File: src/design/vpp_pkg.sv
`timescale 1ns / 1ps
// ----------------------------------------------------------------------------
// vpp_pkg: shared types and constants of the video payload packetizer
// Beat layouts, state record, register indexes and codes used by the core,
// the top level and the port checker.
// ----------------------------------------------------------------------------
package vpp_pkg;

  // Width of sizes, positions and offsets
  localparam int SIZE_BITS = 24;
  typedef logic [SIZE_BITS-1:0] size_t;

  // Request kinds
  localparam logic [1:0] KIND_DATA  = 2'd0;
  localparam logic [1:0] KIND_TICK  = 2'd1;
  localparam logic [1:0] KIND_CLEAR = 2'd2;

  // Result status codes
  localparam logic [1:0] ST_OK    = 2'd0;
  localparam logic [1:0] ST_STALL = 2'd1;
  localparam logic [1:0] ST_DEFER = 2'd2;
  localparam logic [1:0] ST_NONE  = 2'd3;

  // Configuration register indexes
  localparam logic [1:0] REG_MAX_PAYLOAD    = 2'd0;
  localparam logic [1:0] REG_FRAME_BYTES    = 2'd1;
  localparam logic [1:0] REG_WATCHDOG_LIMIT = 2'd2;

  // Register reset values
  localparam size_t      MAX_PAYLOAD_RST    = 24'd460800;
  localparam size_t      FRAME_BYTES_RST    = 24'd921600;
  localparam logic [7:0] WATCHDOG_LIMIT_RST = 8'd60;

  // Payload header
  localparam size_t      HDR_BYTES  = 24'd6;
  localparam logic [2:0] HDR_LEN    = 3'd6;
  localparam logic [7:0] FLAG_EOF   = 8'h02;
  localparam logic [7:0] FLAG_TIME  = 8'h04;
  localparam logic [7:0] FLAG_EOH   = 8'h80;
  localparam logic [3:0] STREAM_EP  = 4'd1;
  localparam logic [7:0] TICKS_SAT  = 8'hFF;
  localparam size_t      SIZE_ONES  = {SIZE_BITS{1'b1}};

  typedef struct packed {
    logic [1:0]  kind;
    logic [3:0]  endpoint;
    logic        direction_in;
    logic [23:0] buffer_size;
    logic [15:0] feature_value;
    logic [15:0] request_length;
  } vpp_in_t;

  typedef struct packed {
    logic [1:0]  status;
    logic [2:0]  header_length;
    logic [7:0]  header_flags;
    logic [31:0] timestamp;
    logic [23:0] frame_offset;
    logic [23:0] data_length;
    logic        arm_timer;
    logic        capture_on;
    logic        capture_changed;
    logic        fetch_next_frame;
    logic        completes_deferred;
  } vpp_out_t;

  typedef struct packed {
    size_t      max_payload;
    size_t      frame_bytes;
    logic [7:0] watchdog_limit;
  } vpp_cfg_t;

  typedef struct packed {
    size_t       frame_position;
    size_t       payload_position;
    logic [31:0] frame_count;
    logic        toggle_bit;
    logic        frame_done_hold;
    logic        capturing;
    logic [7:0]  idle_ticks;
    logic        pending_valid;
    size_t       pending_size;
  } vpp_state_t;

endpackage

File: src/design/vpp_step.sv
`timescale 1ns / 1ps
// ----------------------------------------------------------------------------
// vpp_step: packet decision logic
// Works out the result beat and the next stream state for one request from
// the current state and the configuration registers.
// ----------------------------------------------------------------------------
module vpp_step (
  input  vpp_pkg::vpp_in_t    item,
  input  vpp_pkg::vpp_state_t st,
  input  vpp_pkg::vpp_cfg_t   cfg,
  output vpp_pkg::vpp_state_t st_nxt,
  output vpp_pkg::vpp_out_t   res
);
  import vpp_pkg::*;

  size_t             srv_size;
  size_t             win;
  size_t             hlen;
  size_t             dlen;
  size_t             pp_base;
  logic [SIZE_BITS:0] reach_sum;
  logic [SIZE_BITS:0] pp_sum;
  logic              srv_stall;
  logic              hdr;
  logic              reach;
  vpp_state_t        srv_st;
  vpp_out_t          srv_res;
  logic              ep_ok;

  // Pick the buffer size: a tick serves the deferred request
  assign srv_size = (item.kind == KIND_TICK) ? st.pending_size : item.buffer_size;
  assign ep_ok    = item.direction_in && (item.endpoint == STREAM_EP);

  // Size the packet window
  always_comb begin
    win       = (srv_size < cfg.max_payload) ? srv_size : cfg.max_payload;
    srv_stall = (win <= HDR_BYTES) || (st.frame_position >= cfg.frame_bytes);
    hdr       = (st.payload_position == '0) || (st.payload_position >= cfg.max_payload);
    hlen      = hdr ? HDR_BYTES : '0;
    reach_sum = {1'b0, st.frame_position} + {1'b0, win} - {1'b0, hlen};
    reach     = reach_sum >= {1'b0, cfg.frame_bytes};
    dlen      = reach ? (cfg.frame_bytes - st.frame_position) : (win - hlen);
    pp_base   = hdr ? '0 : st.payload_position;
    pp_sum    = {1'b0, pp_base} + {1'b0, win};
  end

  // Serve one packet: state after the packet and its descriptor
  always_comb begin
    srv_st  = st;
    srv_res = '0;
    if (srv_stall) begin
      srv_res.status = ST_STALL;
    end else begin
      srv_res.status          = ST_OK;
      srv_res.arm_timer       = (st.frame_position == '0) || (st.idle_ticks != '0) ||
                                !st.capturing;
      srv_res.capture_changed = !st.capturing;
      srv_res.header_length   = hdr ? HDR_LEN : 3'd0;
      srv_res.header_flags    = hdr ? (FLAG_EOH | FLAG_TIME | {7'd0, st.toggle_bit}) : 8'd0;
      srv_res.timestamp       = hdr ? st.frame_count : 32'd0;
      srv_res.frame_offset    = st.frame_position;
      srv_res.data_length     = dlen;
      srv_st.idle_ticks       = '0;
      srv_st.capturing        = 1'b1;
      if (reach) begin
        srv_res.header_flags    = srv_res.header_flags | FLAG_EOF;
        srv_st.payload_position = '0;
        srv_st.toggle_bit       = !st.toggle_bit;
        srv_st.frame_count      = st.frame_count + 32'd1;
        srv_st.frame_done_hold  = 1'b1;
        srv_st.frame_position   = '0;
      end else begin
        srv_st.payload_position = pp_sum[SIZE_BITS] ? SIZE_ONES : pp_sum[SIZE_BITS-1:0];
        srv_st.frame_position   = st.frame_position + dlen;
      end
    end
  end

  // Dispatch on the request kind
  always_comb begin
    st_nxt     = st;
    res        = '0;
    res.status = ST_NONE;
    unique case (item.kind)
      KIND_DATA: begin
        if (!ep_ok) begin
          res.status = ST_STALL;
        end else if (st.frame_done_hold) begin
          res.status          = ST_DEFER;
          st_nxt.pending_valid = 1'b1;
          st_nxt.pending_size  = item.buffer_size;
        end else begin
          res    = srv_res;
          st_nxt = srv_st;
        end
      end
      KIND_TICK: begin
        if (!st.pending_valid) begin
          if (st.frame_done_hold ||
              ((st.idle_ticks != '0) && (st.idle_ticks >= cfg.watchdog_limit))) begin
            res.capture_changed    = st.capturing;
            st_nxt.capturing       = 1'b0;
            st_nxt.frame_done_hold = 1'b0;
          end else begin
            if (st.idle_ticks != TICKS_SAT) begin
              st_nxt.idle_ticks = st.idle_ticks + 8'd1;
            end
            res.arm_timer = 1'b1;
          end
        end else begin
          res                      = srv_res;
          st_nxt                   = srv_st;
          st_nxt.pending_valid     = 1'b0;
          st_nxt.frame_done_hold   = !srv_stall && reach;
          res.fetch_next_frame     = 1'b1;
          res.completes_deferred   = !srv_stall;
        end
      end
      KIND_CLEAR: begin
        if ((item.request_length != '0) || !ep_ok || (item.feature_value != '0)) begin
          res.status = ST_STALL;
        end else begin
          res.status           = ST_OK;
          st_nxt.pending_valid = 1'b0;
        end
      end
      default: begin
        res.status = ST_NONE;
      end
    endcase
    res.capture_on = st_nxt.capturing;
  end

endmodule

File: src/design/video_payload_packetizer.sv
`timescale 1ns / 1ps
// ----------------------------------------------------------------------------
// video_payload_packetizer: bulk IN packet descriptor generator
// Cuts video frames into payload packets with optional stream headers.
// ----------------------------------------------------------------------------
// Usage:
//   Requests (data packet, timer tick, endpoint clear) arrive as beats on
//   in_valid/in_stall/in_data; each request yields exactly one descriptor
//   beat on out_valid/out_stall/out_data, in order.
//   cfg_we/cfg_addr/cfg_wdata write max_payload, frame_bytes and
//   watchdog_limit; write them only while no request is in flight.
//   An accepted beat passes the input register, then the decision logic into
//   the result register, which drives the result beat.
//   Throughput is one beat per cycle while the result side is not stalled; the
//   stream state loop is plain compares and adds, so requests follow back to back.
//   A stalled result holds in the result register; the request behind it
//   waits in the input register, and in_stall rises only when both are full.
//   Synchronous reset (rst_n low) empties both registers, clears the stream
//   state and loads the register defaults (460800, 921600, 60).
// ----------------------------------------------------------------------------
module video_payload_packetizer (
  input  logic                  clk,
  input  logic                  rst_n,
  input  logic                  cfg_we,
  input  logic [1:0]            cfg_addr,
  input  logic [23:0]           cfg_wdata,
  input  logic                  in_valid,
  output logic                  in_stall,
  input  vpp_pkg::vpp_in_t      in_data,
  output logic                  out_valid,
  input  logic                  out_stall,
  output vpp_pkg::vpp_out_t     out_data
);
  import vpp_pkg::*;

  logic       in_valid_r;
  vpp_in_t    in_data_r;
  logic       out_valid_r;
  vpp_out_t   out_data_r;
  vpp_state_t state_r;
  vpp_state_t state_nxt;
  vpp_cfg_t   cfg_r;
  vpp_out_t   res;
  logic       advance;

  // Advance when the result register is free or being drained
  assign advance  = !out_valid_r || !out_stall;
  assign in_stall = in_valid_r && !advance;

  vpp_step u_step (
    .item   (in_data_r),
    .st     (state_r),
    .cfg    (cfg_r),
    .st_nxt (state_nxt),
    .res    (res)
  );

  // Configuration registers
  always_ff @(posedge clk) begin
    if (!rst_n) begin
      cfg_r.max_payload    <= MAX_PAYLOAD_RST;
      cfg_r.frame_bytes    <= FRAME_BYTES_RST;
      cfg_r.watchdog_limit <= WATCHDOG_LIMIT_RST;
    end else if (cfg_we) begin
      unique case (cfg_addr)
        REG_MAX_PAYLOAD:    cfg_r.max_payload    <= cfg_wdata;
        REG_FRAME_BYTES:    cfg_r.frame_bytes    <= cfg_wdata;
        REG_WATCHDOG_LIMIT: cfg_r.watchdog_limit <= cfg_wdata[7:0];
        default: ;
      endcase
    end
  end

  // Input register: take a beat whenever it is empty or moving on
  always_ff @(posedge clk) begin
    if (!rst_n) begin
      in_valid_r <= 1'b0;
    end else if (!in_stall) begin
      in_valid_r <= in_valid;
    end
  end

  always_ff @(posedge clk) begin
    if (!in_stall && in_valid) begin
      in_data_r <= in_data;
    end
  end

  // Stream state: update as a request moves into the result register;
  // the deferred buffer size carries no reset
  always_ff @(posedge clk) begin
    if (!rst_n) begin
      state_r.frame_position   <= '0;
      state_r.payload_position <= '0;
      state_r.frame_count      <= '0;
      state_r.toggle_bit       <= 1'b0;
      state_r.frame_done_hold  <= 1'b0;
      state_r.capturing        <= 1'b0;
      state_r.idle_ticks       <= '0;
      state_r.pending_valid    <= 1'b0;
    end else if (in_valid_r && advance) begin
      state_r <= state_nxt;
    end
  end

  // Result register
  always_ff @(posedge clk) begin
    if (!rst_n) begin
      out_valid_r <= 1'b0;
    end else if (advance) begin
      out_valid_r <= in_valid_r;
    end
  end

  always_ff @(posedge clk) begin
    if (advance && in_valid_r) begin
      out_data_r <= res;
    end
  end

  assign out_valid = out_valid_r;
  assign out_data  = out_data_r;

endmodule

File: config.mk
export PLATFORM = sky130hd
export DESIGN_NAME = video_payload_packetizer
export DESIGN_NICKNAME = d
export VERILOG_FILES = /design/src/design/vpp_pkg.sv /design/src/design/vpp_step.sv /design/src/design/video_payload_packetizer.sv
export SDC_FILE = /design/constraint.sdc
export NUM_CORES = 1
export LEC_CHECK = 0
export BUFFER_PORTS_ARGS = -buffer_cell sky130_fd_sc_hd__buf_2
export CAP_MARGIN = 20
export CORE_MARGIN = 2
export CORE_UTILIZATION = 61
export CTS_CLUSTER_DIAMETER = 100
export DETAILED_ROUTE_END_ITERATION = 16
export HOLD_SLACK_MARGIN = 0.08
export PLACE_DENSITY = 0.82
export SLEW_MARGIN = 10
export SYNTH_ARGS = -nofsm -noshare
export SYNTH_HDL_FRONTEND = slang
export SYNTH_SLANG_ARGS = --single-unit
File: constraint.sdc
create_clock -name clk -period 15.2 [get_ports clk]
set_clock_uncertainty 0.2 [all_clocks]
set_input_delay 3.8 -clock clk [delete_from_list [all_inputs] [get_ports clk]]
set_output_delay 3.8 -clock clk [all_outputs]
set_load 0.05 [all_outputs]
* After elaboration in Yosys (flattened, before gate mapping)
Cells that the tools add are included.
** Storage, ports and cells
- Output and inout bits :: 100
- Register bits :: 335
- Word-level logic and storage cells :: 140
- Input bits :: 94
** Operators by class
- Magnitude comparators :: 6
- Reduce and logical (&&, ||, !) cells :: 39
- Add/subtract/negate cells :: 8
- Equality and inequality tests :: 16
- Muxes and demuxes :: 40
** Operators with widths (count)
- $mux W96 :: 2
- $pmux W96 S2 :: 1
- $mux W91 :: 2
- $pmux W91 S2 :: 1
- $mux W24 :: 5
- $mux W116 :: 1
- $mux W93 :: 1
- $mux W92 :: 1
- $mux W81 :: 1
- $add A24 B24 Y25 :: 2
- $ge A24 B24 Y1 :: 2
- $logic_not A24 Y1 :: 2
- $mux W48 :: 1
- $sub A24 B24 Y24 :: 2
- $mux W34 :: 1
- $add A32 B1 Y32 const B :: 1
- $mux W32 :: 1
- $reduce_bool A16 Y1 :: 2
- $ge A25 B24 Y1 :: 1
- $mux W25 :: 1
- $sub A25 B24 Y25 :: 1
- $add A24 B24 Y24 :: 1
- $le A24 B3 Y1 const B :: 1
- $lt A24 B24 Y1 :: 1
- 27 further kinds :: 74

* Logic depth before layout (Yosys ltp)
- Depth in word-level cells :: 14
- Gate-level depth with buffers :: 54
- Depth with buffers taken out :: 46

* Cells and area by module
Synthesis repeated with hierarchy kept, for this count alone.
** Second synthesis, totals
- Cells, all modules :: 2578
- Area total of the unflattened synthesis :: 23109.7 µm²
** By module, submodules not included
- vpp_step :: cells each 1762, sequential area each 0.0 µm², area an instance 11636.2 µm², times used 1
- video_payload_packetizer :: cells each 816, sequential area each 8558.2 µm², area an instance 11473.5 µm², times used 1

* Least setup slack after synthesis
OpenSTA, ideal clock, no wires.
- Path type :: reg-to-reg
- From :: register in_data_r[62] (netlist name)
- To :: register state_r[114] (netlist name)
- Period minus slack after synthesis :: 11408 ps
- Arrival time :: 11090 ps
- Slack :: 3792 ps
- Stages on the path, launching flop included :: 52
- Data required time :: 14883 ps
- Buffers on the path :: 9
- Cell sequence :: edfxtp_1 > inv_1 > ha_1 > buf_2 > buf_2 > buf_1 > clkbuf_1 > mux2_2 > ha_1 > nand4_1 > nor4_2 > o31a_1 > nor2_1 > buf_2 > buf_2 > buf_1 > a21oi_1 > fa_1 > (+16 left out) > nand3_1 > nor3_1 > o211a_1 > buf_2 > buf_2 > mux2i_1 > ha_1 > fa_1 > a21o_1 > a21o_1 > a311o_1 > o211ai_1 > and4_1 > nor4_1 > o21a_1 > o21a_1 > or3_1 > a32o_1
** On the way
- Word-level cells in the longest chain between the ends :: 14
- Elaborated cells between the ends (all ways) :: 24
- Classes of those cells :: add/sub (4); order compare (3); eq/ne (4); mux (9); reduce/logical (4)
** Ends and longest elaborated chain
- start, declared :: line video_payload_packetizer.sv:37 : vpp_in_t in_data_r;
- start signal, assigned :: line video_payload_packetizer.sv:85 : in_data_r <= in_data;
- $eq A2 B1 Y1 :: line vpp_step.sv:31, vpp_step.sv:84
- $mux W24 :: line vpp_step.sv:31 : assign srv_size = (item.kind == KIND_TICK) ? st.pending_size : item.buffer_size;
- $lt A24 B24 Y1 :: line vpp_step.sv:36 : win = (srv_size < cfg.max_payload) ? srv_size : cfg.max_payload;
- $mux W24 :: line vpp_step.sv:36
- $add A24 B24 Y25 :: line vpp_step.sv:40 : reach_sum = {1'b0, st.frame_position} + {1'b0, win} - {1'b0, hlen};
- $sub A25 B24 Y25 :: line vpp_step.sv:40
- $ge A25 B24 Y1 :: line vpp_step.sv:41 : reach = reach_sum >= {1'b0, cfg.frame_bytes};
- $mux W24 :: line vpp_step.sv:42 : dlen = reach ? (cfg.frame_bytes - st.frame_position) : (win - hlen);
- $add A24 B24 Y24 :: line vpp_step.sv:74 : srv_st.frame_position = st.frame_position + dlen;
- $mux W48 :: line vpp_step.sv:65 : if (reach) begin
- $mux W91 :: line vpp_step.sv:51 : if (srv_stall) begin
- $mux W91 :: line vpp_step.sv:88 : end else if (st.frame_done_hold) begin
- $mux W116 :: line vpp_step.sv:86 : if (!ep_ok) begin
- $pmux W91 S2 :: line vpp_step.sv:84 : unique case (item.kind)
- end signal, assigned :: line video_payload_packetizer.sv:102 : state_r <= state_nxt;
- end, declared :: line video_payload_packetizer.sv:40 : vpp_state_t state_r;
Several ways; a longest one is shown, not always the timed one. The select of a mux whose other input is x is not followed.
A chain may end at the register's enable or synchronous reset.

* Worst setup path after layout
Ends and elaborated chain as after synthesis.

==> impl_metrics.csv <==
group,metric,value,unit
run_status,outcome,"complete, no violations",
grt,grtUsageTotal,0.325,
grt,grt_max_degree,70,
worst_setup_path,arrival,12.64,ns
clock_tree,holdBufCountCts,0,
clock_tree,clk_latency,0.57,ns
routing,dr.pass1.iters,5,
worst_setup_path,r2r-end,"state_r[114]$_SDFFE_PN0P_",
clock_tree,cts.htree.levels,2,
cells_and_area,final_util,0.698,
cells_and_area,drive_gt1_frac,0.140,
placement,dpl.hpwl,44900,um
logic_synthesis,ys_warn_count,0,
power_and_ir_drop,total_power,2.66,mW
logic_synthesis,syn-mean-instance-area,9.16,um^2
logic_synthesis,synth_edf_count,177,
power_and_ir_drop,p_per_area,114,nW/um^2
worst_setup_path,endpoint_kind,"register",
routing,vias,18000,
grt,grt_pass1_vias,17100,
grt,grt_pass1_wl,90700,um
logic_synthesis,syn_area,20800,um^2
routing,drtIter0Drc,1513,
sta,tightestPinTransition,1.12,ns
grt,grt_overflow,0,
routing,wl_met2,27100,um
worst_setup_path,worst_setup_path_start_kind,"register",
cells_and_area,layout_commonest_cell,"a21oi_1",
grt,antenna_found_initial,2,
placement,portBuffers,188,
routing,wl,58700,um
clock_tree,cts_tree,"done",
floorplan,dieArea,35600,um^2
cells_and_area,stdcell_count,2920,
logic_synthesis,ys_seq_area_frac,0.400,
sta,rsz0062_at_grt,"false",
sta,fin_ws,2.81,ns
worst_setup_path,critPathCapture,"state_r[114]$_SDFFE_PN0P_",
logic_synthesis,synth.distinct_cells,84,
sta,max_freq,80.7,MHz
clock_tree,cts_resized,0,
routing,dr.max_layer_used,"met4",
placement,place_ws,3.01,ns
clock_tree,clk_path_buf_depth,3,
clock_tree,clk_pin_slew,0.06,ns
placement,gp_congestion,0.964,
sta,hold_violations,0,
clock_tree,numCtsBuffers,38,
sta,min_period_over_period,0.815,
floorplan,rows,67,
clock_tree,cts_root_buffer,"clkbuf_16",
floorplan,ioPinCount,194,
worst_setup_path,cp_max_fo,48,
cells_and_area,final_cell_mix,"213 x a21oi_1, 207 x nand2_1, 207 x ha_1",
clock_tree,clkSinkCount,327,
routing,met1_length,24400,um
logic_synthesis,netlist_instances,2274,
placement,place_inst,2850,
routing,route.met3.wl,4390,um
cells_and_area,multi_input_area,11400,um^2
worst_setup_path,r2r_setup_slack,2.81,ns
logic_synthesis,async_flop_share,0,
routing,drtAntennaViolNets,0,
sta,maxSlewViolCount,0,
sta,fin_setup_tns,0,ns
worst_setup_path,r2r_start,"in_data_r[62]$_DFFE_PP_",
worst_setup_path,crit_required,15.45,ns
run,cap_violations,0,
floorplan,die_h,189,um
routing,routedWlPerCell,20.1,um
sta,period_needed,12.39,ns
floorplan,coreArea,33500,um^2
routing,via_per_inst,6.16,
logic_synthesis,ys.flop_type,"edfxtp_1",
worst_setup_path,rr_worst_depth,45,
floorplan,die_w,189,um
power_and_ir_drop,power_leakage,9.87,nW
routing,drc,0,
worst_setup_path,startpoint,"in_data_r[62]$_DFFE_PP_",
min_path,min-delay-path-class,"register to register",
clock_tree,post-cts-setup-buffers,0,
cells_and_area,fill_cells,2696,
worst_setup_path,criticalPathCategory,"register to register",
cells_and_area,areaGrowthSynthToFinish,12.4,%
sta,relSlewSlack,0.248,
sta,setup_viol,0,
floorplan,start_util,0.621,
worst_setup_path,crit_path_max_incr_delay,0.68,ns
logic_synthesis,ys_ff_latch,327,
cells_and_area,nNetsFinal,2750,
cells_and_area,register_area,8320,um^2
min_path,hold_path_depth,0,
worst_setup_path,cpMaxStageDelayCell,"o211a_1",
worst_setup_path,timing.critical_path.mode_cell,"a21oi_1",
power_and_ir_drop,max-vdd-ir-drop,103,uV
cells_and_area,diodes,0,
## synth_stat cells, types with 11 or more instances
master    number  area [um^2]
and2_1        58          363
o21ai_0       73          365
nand2b_1      14         87.6
o21a_1        28          210
o31ai_1       20          150
ha_1         208         2600
mux2_2        23          259
nor4_1        32          200
edfxtp_1     177         5320
mux2i_1       22          220
and3_1        48          300
clkbuf_1      45          169
a21oi_1      213         1070
buf_2         21          105
xnor2_1       81          709
nand3_1       58          290
o211ai_1      21          158
or3_1         13         81.3
or2_2         11         68.8
a31oi_1       20          125
xor2_1        26          228
inv_1        201          754
nor2_1       165          619
a211oi_1      14          105
dfxtp_1      150         3000
nor3_1        64          320
nor2b_1       11         68.8
nand2_1      207          777
or4_1         12         90.1
nand4_1       31          194
a21o_1        52          390
## layout make-up
cell class | instances | share of cell area
Clock buffer | 46 | 0.0433
Sequential cell | 327 | 0.356
Timing Repair Buffer | 208 | 0.0466
Inverter | 201 | 0.0324
Tap cell | 448 | 0.0240
Multi-Input combinational cell | 1666 | 0.488
Clock inverter | 24 | 0.0101
## worst max-delay path: cells and delay by family, from the launching register on
kind	cells	cell delay [ns]
compound gates	22	5.84
flops	1	0.42
buf+inv	2	0.55
mux	2	0.68
simple gates	11	2.08
xor+xnor	1	0.14
fa+ha+maj	7	2.34
## layer usage
layer  up-vias  track usage
li1       8521            -
met5         -            0
met2       814        0.534
met3       166       0.0378
met1      8484        0.429
met4         0        0.158
## state kept, by name, indices dropped and copies added (netlist names)
register / flops
out_valid: 1
state_r: 116
in_valid_r: 1
cfg_r: 56
in_data_r: 63
out_data: 90
## through the flow
step	instance area, um^2	hold WS (ns)
detailed placement	22100	0.244
global route	23400	0.271
CTS	23400	0.251
global placement	22100	0.235
finish	23400	0.250
floorplan	20800	0.222
## worst min-delay path by stage
stage | startpoint | to | slack, ns
6_report | in_data_r[54]$_DFFE_PP_ | state_r[22]$_DFFE_PP_ | 0.25
3_5_place_dp | in_data_r[54]$_DFFE_PP_ | state_r[22]$_DFFE_PP_ | 0.24
3_3_place_gp | in_data_r[46]$_DFFE_PP_ | state_r[14]$_DFFE_PP_ | 0.24
5_1_grt | state_r[66]$_SDFFE_PN0P_ | state_r[66]$_SDFFE_PN0P_ | 0.27
4_1_cts | state_r[66]$_SDFFE_PN0P_ | state_r[66]$_SDFFE_PN0P_ | 0.25
2_1_floorplan | in_data_r[46]$_DFFE_PP_ | state_r[14]$_DFFE_PP_ | 0.22
## cell families after synthesis
logic type,count (synthesis),share of synthesized area
XOR/XNOR,107,0.0450
AND/OR/NAND/NOR,759,0.183
AO/OA/AOI/OAI,535,0.164
multiplexers,46,0.0236
other,1,0.000180
flip-flops,327,0.400
adder cells (fa/ha/maj),214,0.131
buffers and inverters,285,0.0541
## power by group
| group | switching (mW) | internal, mW |
|---|---|---|
| combinational | 0.500 | 0.278 |
| clock | 0.378 | 0.533 |
| sequential | 0.0149 | 0.960 |
| total | 0.893 | 1.77 |
No activity file was read; power rests on OpenSTA's default activity.
